==> src/rtl/ibst_ram.sv <==
// ----------------------------------------------------------------------------
// ibst_ram
// Generic simple dual-port RAM: one write port, one read port, registered read.
// ----------------------------------------------------------------------------
module ibst_ram #(
  parameter int WIDTH = 8,
  parameter int DEPTH = 16
) (
  input  logic                     clk,
  input  logic                     we,
  input  logic [$clog2(DEPTH)-1:0] waddr,
  input  logic [WIDTH-1:0]         wdata,
  input  logic                     re,
  input  logic [$clog2(DEPTH)-1:0] raddr,
  output logic [WIDTH-1:0]         rdata
);

  logic [WIDTH-1:0] mem [DEPTH];

  // write port
  always_ff @(posedge clk) begin
    if (we) begin
      mem[waddr] <= wdata;
    end
  end

  // read port, registered
  always_ff @(posedge clk) begin
    if (re) begin
      rdata <= mem[raddr];
    end
  end

endmodule

==> config.mk <==
export PLATFORM = sky130hd
export DESIGN_NAME = ibst_ram
export DESIGN_NICKNAME = d
export VERILOG_FILES = /design/src/rtl/ibst_ram.sv
export SDC_FILE = /design/constraint.sdc
export NUM_CORES = 1
export LEC_CHECK = 0
export BUFFER_PORTS_ARGS = -buffer_cell sky130_fd_sc_hd__buf_4
export CAP_MARGIN = 5
export CORE_MARGIN = 4
export CORE_UTILIZATION = 65
export DETAILED_ROUTE_END_ITERATION = 8
export PLACE_DENSITY = 0.85
export SKIP_LAST_GASP = 1
export SLEW_MARGIN = 5
export SYNTH_ARGS = -nofsm -noshare
export SYNTH_HDL_FRONTEND = slang
export SYNTH_SLANG_ARGS = --single-unit
==> constraint.sdc <==
create_clock -name clk -period 3.4 [get_ports clk]
set_input_delay 0.68 -clock clk [delete_from_list [all_inputs] [get_ports clk]]
set_output_delay 0.68 -clock clk [all_outputs]
set_load 0.05 [all_outputs]
Yosys cells after proc, flatten, opt, wreduce, memory -nomap -nowiden:

Memory sizes are Yosys's and may differ from the RTL's. A register that Yosys moved wholly into a read port is not among the register bits.
Cells that the tools add are included.

* divide/modulo/power cells: 0
* bitwise logic cells: 0
* multipliers: 0
* equality and inequality tests: 0
* reductions and logical operators: 0
* multiplexer cells: 2
* shift-type cells: 0
* magnitude comparators: 0
* $add $sub $neg: 0

Operators by type and width (number)
* $mux 1: 2

* bits in read-only memories: 0
* output and inout bits: 8
* register bits after elaboration: 0
* bits in latches: 0
* bits in writable memories: 128
* memories kept: 1

Memories
* mem: depth 16, width 8, rd ports 1, clocked after Yosys merged registers in 1, wr ports 1, line 18 `logic [WIDTH-1:0] mem [DEPTH];`

Longest topological paths before layout:

* word-level depth: 2
* gate-level depth with buffers: 5
* mapped depth without buffers: 3

Least setup slack after synthesis:

Ideal clock, no wire load.

* kind: input -> register
* start point: in waddr[2]
* end point: mem mem[0][0], enable pin
* stages on the path: 2
* required time: 3017 ps
* library setup time: 383 ps
* arrival time: 1790 ps
* path slack: 1227 ps
* cells stage by stage: or3b_2 > nor3_1

RTL lines
* start, declared: line 11 `input logic [$clog2(DEPTH)-1:0] waddr,`
* end, declared: line 18

Straight into the memory's write port.

==> flow_metrics.tcl <==
set metrics [dict create \
    n_antenna_cell 0 \
    dieHeight_um 97.7 \
    drive_gt1_share_pct 27.4 \
    die_x_um 97.7 \
    arrival_ns 2.20 \
    port_buffers 26 \
    p_per_area_nw_per_um2 639 \
    ant_nets 0 \
    cts-hold-fix-buffers 0 \
    drc 0 \
    dieArea_um2 9540 \
    synth_area_leader_cell "edfxtp_1" \
    cts_root_buf "clkbuf_8" \
    fin_cells 383 \
    clk_pin_slew_ns 0.06 \
    path_class "primary input to register" \
    wirelength_um 10300 \
    clock-sinks 136 \
    grt_pass1_vias 2541 \
    ir_drop_mv 0.588 \
    drv_cap 0 \
    synth_area_per_cell_um2 22.8 \
    crit_buf_inv 1 \
    ys_warn_count 0 \
    synthDistinctLibCells 18 \
    path_max_fanout 32 \
    cts_setup_buffers 0 \
    synth_ff_type "edfxtp_1" \
    hold_class "primary input to register" \
    slowest_stage "mux4_1" \
    netlist_top_cells_area "edfxtp_1 (78%), mux4_2 (7.8%), mux4_1 (7.0%), a22oi_1 (2.3%), nor2_1 (0.93%)" \
    cts_resized 0 \
    cp_cell_sequence "buf_4, mux4_1, a22oi_1, nand2_1" \
    dp_hpwl_um 5600 \
    antenna_found_initial 0 \
    grt_max_degree 33 \
    synth_fa_ha_area_share_pct 0 \
    endpoint_kind "register" \
    final.setup.tns_ns 0 \
    yosysSeqAreaShare_pct 78.1 \
    vias 2499 \
    num-nets-final 287 \
    yosys.cell_count.top_type "edfxtp_1" \
    floorplan.initialDensity_pct 67.3 \
    synthesis.nets 248 \
    grt_pass1_wl_um 15800 \
    synthMuxAreaShare_pct 14.8 \
    synth_top_family_by_area "multiplexers" \
    synth-compound-area-share_pct 2.30 \
    avgViaCountPerCell 6.52 \
    total_power_mw 3.88 \
    cp_data_required_time_ns 3.66 \
    slowest_delay_ns 0.63 \
    final_hold_viol_count 0 \
    setup_ws_ns 1.46 \
    cts_buffer_depth 2 \
    coreArea_um2 7770 \
    synth_common_cells "edfxtp_1 (136), mux4_2 (18), a22oi_1 (16)" \
    drtIter0Drc 247 \
    setup_viol 0 \
    fin_skew_ns 0.00540 \
    ys_async_sr_fraction_pct 0 \
    crit_family "multiplexers" \
    final.min_clock_period_ns 1.94 \
    yosys.area_share.simple_pct 3.14 \
    dp.cells 351 \
    ioPinCount 27 \
    syn_inst 229 \
    startpoint_type "primary input" \
    track_usage_pct 23.5 \
    p_leak_nw 2.02 \
    synth-xor-area-share_pct 0 \
    clk_latency_ns 0.52 \
    num_rows 32 \
    whs_ns 0.454 \
    rsz0062_at_grt "no" \
    synth_edf_count 136 \
    detail_route.wl_per_cell_um 26.8 \
    synth_top_area_share_pct 78.1 \
    cts_made_buffers 17 \
    dr.pass1.iters 5 \
    syn_area_um2 5230 \
    slew_violations 0 \
    area_growth_pct 16.1 \
    period_share_pct 57.1 \
    slew_headroom_pct 34.8 \
    grt.overflow.total 0 \
    outcome "completed" \
    place.gp.congestion 0.740 \
    ys_ff_latch 136 \
    cts_tree "done" \
    worstMarginPinSlew_ns 0.974 \
    cts.htree.levels 4 \
    fmax_mhz 515 \
    pre_cts_slack_ns 0.928 \
]
flip-flops by register name (all words and copies together) (netlist names):
signal and count:
mem 128, rdata 8
placed cells by master, fill, tap and decap left out:
cell type   count
and2b_1         1
edfxtp_1      136
a22oi_1        16
clkinvlp_4      4
nand3b_1        2
bufinv_16       3
nand2b_1        2
clkbuf_1        3
nor2b_1         1
clkbuf_16      16
mux4_2         18
or3b_2          1
inv_6           1
nor2_1         13
clkbuf_8        1
nor3_1          4
clkinv_1        1
buf_4          30
nand2_1         9
and2_1          1
clkinv_2        2
clkinv_4        1
nand3_1         1
mux4_1         14
per-stage QoR:
step	utilization, %	instance area (um^2)
after global placement	70.7	5490
after detailed placement	70.7	5490
after CTS	78.2	6070
after global routing	78.2	6070
after floorplan	-	5230
final	78.2	6070
worst reg2reg max path: cells and delay by family (launching register included):
family / cells / cell delay [ns]
flip-flops: 1 / 0.38
AND/OR/NAND/NOR: 1 / 0.08
AO/OA/AOI/OAI: 1 / 0.33
multiplexers: 1 / 0.50
final timing paths:
kind,startpoint,endpoint,slack (ns),cells past startpoint
setup reg to reg,mem[10][4],rdata[4],1.86,3
hold / removal,wdata[5],mem[5][5],0.45,1
setup / recovery,raddr[0],rdata[4],1.46,4
hold reg to reg,mem[15][2],rdata[2],0.77,3
per-layer routing:
metal | vias to the layer above | share of wire, % | GRT usage [%]
met5 | - | 0 | 0
met4 | 0 | 2.4 | 9.48
met3 | 20 | 9.2 | 6.39
met2 | 155 | 50 | 36.0
met1 | 1264 | 38 | 32.7
li1 | 1060 | - | -
layout make-up:
type,count,area (um^2)
multi-input combinational,83,1060
sequential,136,4080
clock inverter,12,151
fill,404,1700
clock buffer,20,425
timing repair buffer,30,225
tap,102,128
power by group:
group	internal (mW)	switching, mW
logic	0.0765	0.122
clock network	1.11	0.663
registers	1.89	0.0128
total	3.08	0.798
kinds of logic after synthesis:
family | Yosys count
AOI/OAI and AO/OA | 16
and+or+nand+nor | 35
muxes | 32
DFF | 136
buffers and inverters | 10
(Power assumes the default switching activity.)
