==> src/rtl/ibst_pkg.sv <==
// ----------------------------------------------------------------------------
// ibst_pkg
// Shared types and constants for the implicit-array binary search tree engine.
// ----------------------------------------------------------------------------
package ibst_pkg;

  // Table geometry
  localparam int TABLE_DEPTH = 1024;
  localparam int KEY_WIDTH   = 32;
  localparam int IDX_W       = $clog2(TABLE_DEPTH);
  localparam int CHILD_W     = IDX_W + 2;              // holds 2*idx+2
  localparam int CNT_W       = $clog2(TABLE_DEPTH + 1);

  // Fixed result field widths
  localparam int STATUS_W = 3;
  localparam int SLOT_W   = 10;
  localparam int LEN_W    = 4;

  // Request opcodes
  localparam logic OP_INSERT = 1'b0;
  localparam logic OP_SEARCH = 1'b1;

  // Result status codes
  localparam logic [STATUS_W-1:0] ST_INSERTED  = 3'd0;
  localparam logic [STATUS_W-1:0] ST_FOUND     = 3'd1;
  localparam logic [STATUS_W-1:0] ST_NOT_FOUND = 3'd2;
  localparam logic [STATUS_W-1:0] ST_FULL      = 3'd3;
  localparam logic [STATUS_W-1:0] ST_BEYOND    = 3'd4;

  // Request item
  typedef struct packed {
    logic                        opcode;
    logic signed [KEY_WIDTH-1:0] key;
  } in_item_t;

  // Result item
  typedef struct packed {
    logic [STATUS_W-1:0] status;
    logic [SLOT_W-1:0]   slot_index;
    logic [LEN_W-1:0]    path_length;
  } out_item_t;

  // One table entry as held in the RAM
  typedef struct packed {
    logic                        valid;
    logic signed [KEY_WIDTH-1:0] key;
  } entry_t;

  localparam int ENTRY_W = $bits(entry_t);

  // RAM access request from the walker
  typedef struct packed {
    logic             we;
    logic [IDX_W-1:0] waddr;
    entry_t           wdata;
    logic             re;
    logic [IDX_W-1:0] raddr;
  } mem_req_t;

endpackage

==> src/rtl/ibst_walk.sv <==
// ----------------------------------------------------------------------------
// ibst_walk
// Tree walker: clears the table after reset, then walks one level per cycle
// through the entry RAM for each insert or search item.
// ----------------------------------------------------------------------------
module ibst_walk (
  input  logic               clk,
  input  logic               rst,
  input  logic               req_valid,
  output logic               req_ready,
  input  ibst_pkg::in_item_t req,
  output ibst_pkg::mem_req_t mem,
  input  ibst_pkg::entry_t   rdata,
  output logic               res_valid,
  input  logic               res_ready,
  output ibst_pkg::out_item_t res
);

  typedef enum logic [1:0] {S_CLEAR, S_IDLE, S_WALK, S_RES} state_t;

  state_t                               state;
  logic [ibst_pkg::IDX_W-1:0]           clr_addr;
  logic                                 opcode;
  logic signed [ibst_pkg::KEY_WIDTH-1:0] key;
  logic [ibst_pkg::IDX_W-1:0]           idx;
  logic [ibst_pkg::LEN_W-1:0]           len;
  logic [ibst_pkg::CNT_W-1:0]           count;

  logic                                 full;
  logic                                 lt;
  logic                                 hit;
  logic                                 beyond;
  logic [ibst_pkg::CHILD_W-1:0]         child;
  logic [ibst_pkg::LEN_W-1:0]           len_inc;

  assign req_ready = (state == S_IDLE);
  assign res_valid = (state == S_RES);

  // compare against the node just read and find the next slot
  assign full    = (count == ibst_pkg::CNT_W'(ibst_pkg::TABLE_DEPTH));
  assign lt      = ($signed(key) < $signed(rdata.key));
  assign hit     = (key == rdata.key);
  assign child   = {1'b0, idx, 1'b0} + (lt ? ibst_pkg::CHILD_W'(1) : ibst_pkg::CHILD_W'(2));
  assign beyond  = (child >= ibst_pkg::CHILD_W'(ibst_pkg::TABLE_DEPTH));
  assign len_inc = (len == '1) ? len : len + 1'b1;

  // RAM requests
  always_comb begin
    mem = '0;
    unique case (state)
      S_CLEAR: begin
        mem.we    = 1'b1;
        mem.waddr = clr_addr;
      end
      S_IDLE: begin
        mem.re    = req_valid;
      end
      S_WALK: begin
        if (!rdata.valid) begin
          if (opcode == ibst_pkg::OP_INSERT) begin
            mem.we          = 1'b1;
            mem.waddr       = idx;
            mem.wdata.valid = 1'b1;
            mem.wdata.key   = key;
          end
        end else if (!(opcode == ibst_pkg::OP_SEARCH && hit) && !beyond) begin
          mem.re    = 1'b1;
          mem.raddr = child[ibst_pkg::IDX_W-1:0];
        end
      end
      default: begin
      end
    endcase
  end

  // control state and registered result
  always_ff @(posedge clk) begin
    if (rst) begin
      state    <= S_CLEAR;
      clr_addr <= '0;
      count    <= '0;
    end else begin
      unique case (state)
        S_CLEAR: begin
          clr_addr <= clr_addr + 1'b1;
          if (clr_addr == ibst_pkg::IDX_W'(ibst_pkg::TABLE_DEPTH - 1)) begin
            state <= S_IDLE;
          end
        end
        S_IDLE: begin
          if (req_valid) begin
            opcode <= req.opcode;
            key    <= req.key;
            idx    <= '0;
            len    <= '0;
            if (req.opcode == ibst_pkg::OP_INSERT && full) begin
              res.status      <= ibst_pkg::ST_FULL;
              res.slot_index  <= '0;
              res.path_length <= '0;
              state           <= S_RES;
            end else begin
              state <= S_WALK;
            end
          end
        end
        S_WALK: begin
          if (!rdata.valid) begin
            // empty slot ends the walk
            if (opcode == ibst_pkg::OP_INSERT) begin
              res.status     <= ibst_pkg::ST_INSERTED;
              res.slot_index <= ibst_pkg::SLOT_W'(idx);
              count          <= count + 1'b1;
            end else begin
              res.status     <= ibst_pkg::ST_NOT_FOUND;
              res.slot_index <= '0;
            end
            res.path_length <= len;
            state           <= S_RES;
          end else if (opcode == ibst_pkg::OP_SEARCH && hit) begin
            res.status      <= ibst_pkg::ST_FOUND;
            res.slot_index  <= ibst_pkg::SLOT_W'(idx);
            res.path_length <= len_inc;
            state           <= S_RES;
          end else if (beyond) begin
            // walk ran off the bottom of the table
            res.status      <= (opcode == ibst_pkg::OP_INSERT) ? ibst_pkg::ST_BEYOND
                                                               : ibst_pkg::ST_NOT_FOUND;
            res.slot_index  <= '0;
            res.path_length <= len_inc;
            state           <= S_RES;
          end else begin
            idx <= child[ibst_pkg::IDX_W-1:0];
            len <= len_inc;
          end
        end
        S_RES: begin
          if (res_ready) begin
            state <= S_IDLE;
          end
        end
        default: begin
          state <= S_IDLE;
        end
      endcase
    end
  end

  // read and write never share a cycle
  a_no_rw_overlap: assert property (@(posedge clk) disable iff (rst)
    !(mem.we && mem.re))
    else $error("RAM read and write in the same cycle");

  // entry count stays within the table
  a_count_range: assert property (@(posedge clk) disable iff (rst)
    count <= ibst_pkg::CNT_W'(ibst_pkg::TABLE_DEPTH))
    else $error("entry count beyond table depth");

  // storing a valid entry bumps the count
  a_count_tracks_insert: assert property (@(posedge clk) disable iff (rst)
    (mem.we && mem.wdata.valid) |=> (count == $past(count) + 1'b1))
    else $error("entry count missed an insert");

  // a found result always compared at least one node
  a_found_len: assert property (@(posedge clk) disable iff (rst)
    (res_valid && res.status == ibst_pkg::ST_FOUND) |-> (res.path_length != '0))
    else $error("found result with zero path length");

endmodule

==> config.mk <==
export PLATFORM = sky130hd
export DESIGN_NAME = ibst_walk
export DESIGN_NICKNAME = d
export VERILOG_FILES = /design/src/rtl/ibst_pkg.sv /design/src/rtl/ibst_walk.sv
export SDC_FILE = /design/constraint.sdc
export NUM_CORES = 1
export LEC_CHECK = 0
export BUFFER_PORTS_ARGS = -buffer_cell sky130_fd_sc_hd__buf_2
export CORE_MARGIN = 1
export CORE_UTILIZATION = 35
export CTS_CLUSTER_DIAMETER = 30
export DETAILED_ROUTE_END_ITERATION = 7
export HOLD_SLACK_MARGIN = 0.1
export SKIP_CTS_REPAIR_TIMING = 1
export SYNTH_ARGS = -nofsm -noshare
export SYNTH_HDL_FRONTEND = slang
export SYNTH_SLANG_ARGS = --single-unit
==> constraint.sdc <==
create_clock -name clk -period 5.1 [get_ports clk]
set_clock_uncertainty 0.2 [all_clocks]
set_input_delay 0 -clock clk [delete_from_list [all_inputs] [get_ports clk]]
set_output_delay 0 -clock clk [all_outputs]
set_load 0.01 [all_outputs]
## Yosys cells after proc, flatten, opt, wreduce, memory -nomap -nowiden

Index checks and enable logic that the tools add are counted.
W data, S select, Z words.

| cells by class | value |
|---|---|
| $mul | 0 |
| order comparisons | 2 |
| multiplexer cells | 36 |
| shift-type cells | 0 |
| equal/unequal tests | 15 |
| bitwise operators | 4 |
| reduce and logical (&&, ||, !) cells | 12 |
| divide/modulo/power cells | 0 |
| add/subtract/negate cells | 4 |

Operators by type and width:

| kind | number |
|---|---|
| $mux W44 | 2 |
| $mux W17 | 5 |
| $mux W10 | 5 |
| $pmux W17 S2 | 1 |
| $mux W33 | 1 |
| $eq A32 B32 Y1 | 1 |
| $lt A32 B32 Y1 | 1 |
| $mux W11 | 2 |
| $pmux W11 S2 | 1 |
| $mux W4 | 5 |
| $pmux W10 S2 | 1 |
| $mux W2 | 7 |
| $add A11 B2 Y12 | 1 |
| $ge A12 B11 Y1 const B | 1 |
| $mux W12 | 1 |
| $add A11 B1 Y11 const B | 1 |
| $eq A11 B11 Y1 const B | 1 |
| $add A10 B1 Y10 const B | 1 |
| $eq A10 B10 Y1 const B | 1 |
| $ne A2 B2 Y1 const B | 5 |
| $pmux W2 S4 | 1 |
| $pmux W4 S2 | 1 |
| $reduce_and A3 Y1 | 2 |
| $reduce_and A6 Y1 | 1 |
| other kinds (16) | 24 |

| storage, ports and cells | value |
|---|---|
| bits in latches | 0 |
| bits in registers | 87 |
| memories | 0 |
| RAM bits | 0 |
| bits of input ports | 70 |
| logic and storage cells | 83 |
| bits in read-only memories | 0 |
| output and inout port bits | 74 |

## Longest topological paths before layout

| depth | value |
|---|---|
| word-level depth | 9 |
| depth in mapped cells | 15 |
| depth with buffers taken out | 15 |

## Least setup slack after synthesis

No wires, ideal clock.

| path | value |
|---|---|
| path type | register to register |
| start point | register key[19] (netlist bit) |
| end point | register res[0] (netlist bit) (enable) |
| clock period less this slack | 4,374 ps |
| setup slack | 726 ps |
| buffers on the path | 0 |
| cell stages (with the launch flop) | 15 |
| required time | 4,488 ps |
| arrival | 3,762 ps |
| setup time | 412 ps |
| path through | edfxtp_1 ha_1 nand4_1 nor4_4 o211ai_1 a21o_1 nand3_1 and2_1 ha_1 nand3_1 nor3_1 mux2i_1 nand4_2 inv_1 nor3_1 |

| on the way | value |
|---|---|
| longest elaborated chain between the ends | 6 |
| elaborated cells between the ends (all ways) | 8 |
| classes of those cells | add/sub (1); order compare (2); eq/ne (2); mux (1); reduce/logical (2) |

RTL lines:

| element | line | RTL |
|---|---|---|
| start, declared | ibst_walk.sv:24 | `logic signed [ibst_pkg::KEY_WIDTH-1:0] key;` |
| start signal, assigned | ibst_walk.sv:93 | `key <= req.key;` |
| $lt A32 B32 Y1 | ibst_walk.sv:41 | `assign lt = ($signed(key) < $signed(rdata.key));` |
| $mux W2 | ibst_walk.sv:43 | `assign child = {1'b0, idx, 1'b0} + (lt ? ibst_pkg::CHILD_W'(1) : ibst_pkg::CHILD_W'(2));` |
| $add A11 B2 Y12 | ibst_walk.sv:43 |  |
| $ge A12 B11 Y1 | ibst_walk.sv:44 | `assign beyond = (child >= ibst_pkg::CHILD_W'(ibst_pkg::TABLE_DEPTH));` |
| $ne A4 B4 Y1 (no line) (*) | -- |  |
| $reduce_and A5 Y1 (no line) (*) | -- |  |
| end, declared | ibst_walk.sv:16 | `output ibst_pkg::out_item_t res` |

Mark *: on every way between the ends. The rest lies on a longest branch, timed or not.
A chain may end at the register's enable or synchronous reset.

==> results by group <==
Worst hold path
  – Hold WC Path Type: input port to register
  – Hold path cells: 5
  – Min-delay src: res_ready
  – Worst hold endpoint: state[1]

Detailed routing
  – Via count: between 3k and 4k
  – Wire per inst: around 14 um
  – Residual DRC: 0
  – First-pass DRT Iterations: 4
  – DR iter-0 viols: 229
  – Antenna Nets Post-Route: 0
  – Routed WL: roughly 12 mm
  – Vias per cell: roughly 4.8

Synthesis
  – Post-synth top cells: edfxtp_1, nor2_1, inv_1
  – Syn. warnings: 0
  – Yosys top cell by area: edfxtp_1
  – Synth top area cells: edfxtp_1, ha_1, dfxtp_1
  – Post-synth EDFFs: 64
  – Post-Syn Area: 0.004805 sq mm
  – Ys async rst share: 0%
  – Mapped Nets: just under 600
  – Netlist cell types: 43
  – Average size of a mapped cell: 10.07 sq um
  – Register area share after synthesis: 49.58%
  – Mapped Cells: 477
  – Top FF cell, synth: edfxtp_1
  – Number of synthesized register bits: 87
  – Post-synth top area share: 40.00%

Setup path
  – CP arrival: 4030 ps
  – CP Class: register to output port
  – Slowest stage delay, CP: 400 ps
  – Crit path max fanout: 15
  – Endpoint class of the critical path: output port
  – R2R depth: 14
  – Reg-to-reg startpoint: key[31]
  – Critical Path Start Type: register
  – R2r setup slk: 1010 ps
  – WP data required: 4900 ps
  – CP Cell Sequence: ha_1, nand4_1, nor4_4, o211ai_1, a21o_1, nand3_1, and2_1, ha_1, nand3_1, nor3_1, mux2i_1, nand4_2, a21oi_1, buf_2
  – Slowest cell on crit path: edfxtp_1
  – Reg2reg end: len[0]

Power
  – Max VDD drop: ~0.00026 V
  – Lkg Pwr: around 2.9 nW
  – PwrDens: between 300 and 400 mW/mm^2

Layout
  – Nets@finish: ~770
  – P&R area growth vs syn: 32.53%
  – Finished Cell Area: roughly 0.0064 sq mm
  – Share of layout cells above drive strength 1: about a quarter
  – ANT cells: 0

Clock network
  – Clock net sink count: 87
  – Num CTS Buffers: 9
  – Root buf cell: clkbuf_16
  – Clock tree buffer depth: 2
  – Clk slew on worst S/H paths: around 60 ps
  – H-tree depth: 3
  – CTS tree: built
  – Clock Latency Late Sink: approximately 350 ps

STA
  – Hold Fails Final Rpt: 0
  – Setup TNS: 0 ps
  – Slew Viols, Final: 0
  – F_max: ~240 MHz
  – Hold_ws: 77.85 ps
  – RSZ-0062 raised after global routing: false
  – Worst Tran Pin Value: around 1000 ps
  – Slew Limit Headroom: around a third
  – Min Tclk post-route: between 4000 and 5000 ps
  – Tcrit/Tclk final: around 83%
  – Count of final setup violators: 0

Run status
  – Status: complete, no violations

Placed design
  – Post-DP HPWL: 9.103 mm
  – PortBufs: around 140
  – Routability cong.: about 0.82
  – Post-Place Cell Area: around 0.0057 sq mm

Die
  – Starting density of the core: between 30% and 40%
  – Die Area: 0.01420 sq mm
  – Die X-Extent: between 100 and 150 um
  – Core Area: roughly 0.013 sq mm
  – Num ports: ~140
  – # rows: 42
  – Die Height: approximately 120 um

Global routing
  – Vias in the first global route: roughly 3.7k
  – Antenna violations before repair: 1
  – First-pass GRT wire length: approximately 19 mm
  – Total grt overflow: 0
  – Gr usage total: 17.23%
  – Largest net degree at the start of global routing: 34

Flow run
  – Max Cap Viol: 0
[placed cells by master (no fill, tap or decap), types with 2 or more instances in the layout]
master / netlist / layout
edfxtp_1: 64 / 64
buf_4: 1 / 3
clkbuf_16: 0 / 11
nand3_1: 18 / 18
a21oi_1: 28 / 28
nor4_1: 2 / 2
nand4_1: 12 / 12
nand2_1: 25 / 25
dlygate4sd3_1: 0 / 35
nor2b_1: 3 / 3
a211oi_1: 3 / 3
and2_1: 33 / 33
mux2i_1: 3 / 3
inv_1: 50 / 50
or3_1: 3 / 3
ha_1: 42 / 42
nand3b_1: 2 / 2
xor2_1: 13 / 13
dfxtp_1: 23 / 23
a22o_1: 10 / 10
buf_2: 4 / 143
nand2b_1: 3 / 3
nor2_1: 64 / 63
nor3_1: 6 / 5
clkbuf_1: 10 / 2
o21ai_0: 12 / 12
xnor2_1: 13 / 13
nand4_2: 2 / 2
clkinv_2: 0 / 2
and3_1: 8 / 8
a21o_1: 5 / 5
[cell type report]
| cell class | instances | area (sq um) |
|---|---|---|
| Fill cell | 1233 | 6928 |
| Sequential cell | 87 | 2382 |
| Multi-Input combinational cell | 324 | 2178 |
| Timing Repair Buffer | 181 | 1089 |
| Clock buffer | 14 | 296.5 |
| Tap cell | 176 | 220.2 |
| Inverter | 51 | 191.4 |
| Clock inverter | 2 | 10.01 |
[metal layers]
layer	wire length [um]	GRT usage [%]
met1	5261	20.81
met2	5669	27.83
met3	971	7.136
met4	148	5.222
met5	0	0
[registers in the layout, summed over array words and instances, names as in the netlist]
name and flops:
state 2, res 17, clr_addr 10, len 4
opcode 1, key 32, count 11, idx 10
[logic make-up (layout without fill, tap and decap cells)]
logic type / count (synthesis) / after routing / synth area share (%)
simple gates: 188 / 188 / 20.34
flops: 87 / 87 / 49.58
buf+inv: 66 / 248 / 5.339
compound gates: 65 / 65 / 8.438
fa+ha+maj: 42 / 42 / 10.94
xor+xnor: 26 / 26 / 4.740
mux: 3 / 3 / 0.6250
[how the worst max path moves through the flow]
stage | start | to | cells past startpoint
3_5_place_dp | key[19] | len[1] | 14
4_1_cts | key[19] | mem[10] | 14
5_1_grt | key[19] | mem[10] | 14
2_1_floorplan | key[19] | res[0] | 14
3_3_place_gp | key[19] | len[0] | 14
6_report | key[31] | mem[0] | 14
[critical path: cells and delay by family, from the launching register on]
kind / cells / cell delay (ps)
muxes: 1 / 280
adders and majority gates: 2 / 530
DFF: 1 / 400
and+or+nand+nor: 7 / 1640
AOI/OAI and AO/OA: 3 / 640
buffers and inverters: 1 / 190
[power by group]
part | total, mW | switching [mW] | internal [mW]
Combinational | 0.381 | 0.212 | 0.168
Sequential | 0.875 | 0.0494 | 0.826
Clock | 0.673 | 0.271 | 0.402
Total | 1.93 | 0.533 | 1.40
[per-stage QoR]
stage          util (%)  total power, mW  setup WS, ps  instances
2_1_floorplan         -            1.125         725.9        477
3_3_place_gp      42.95            1.245          1121        784
3_5_place_dp      42.95            1.252          1008        784
4_1_cts           45.26            1.922         830.7        800
5_1_grt           47.89            2.024         434.2        835
6_report          47.89            1.929         872.8        835
No activity file was read; power rests on OpenSTA's default activity.
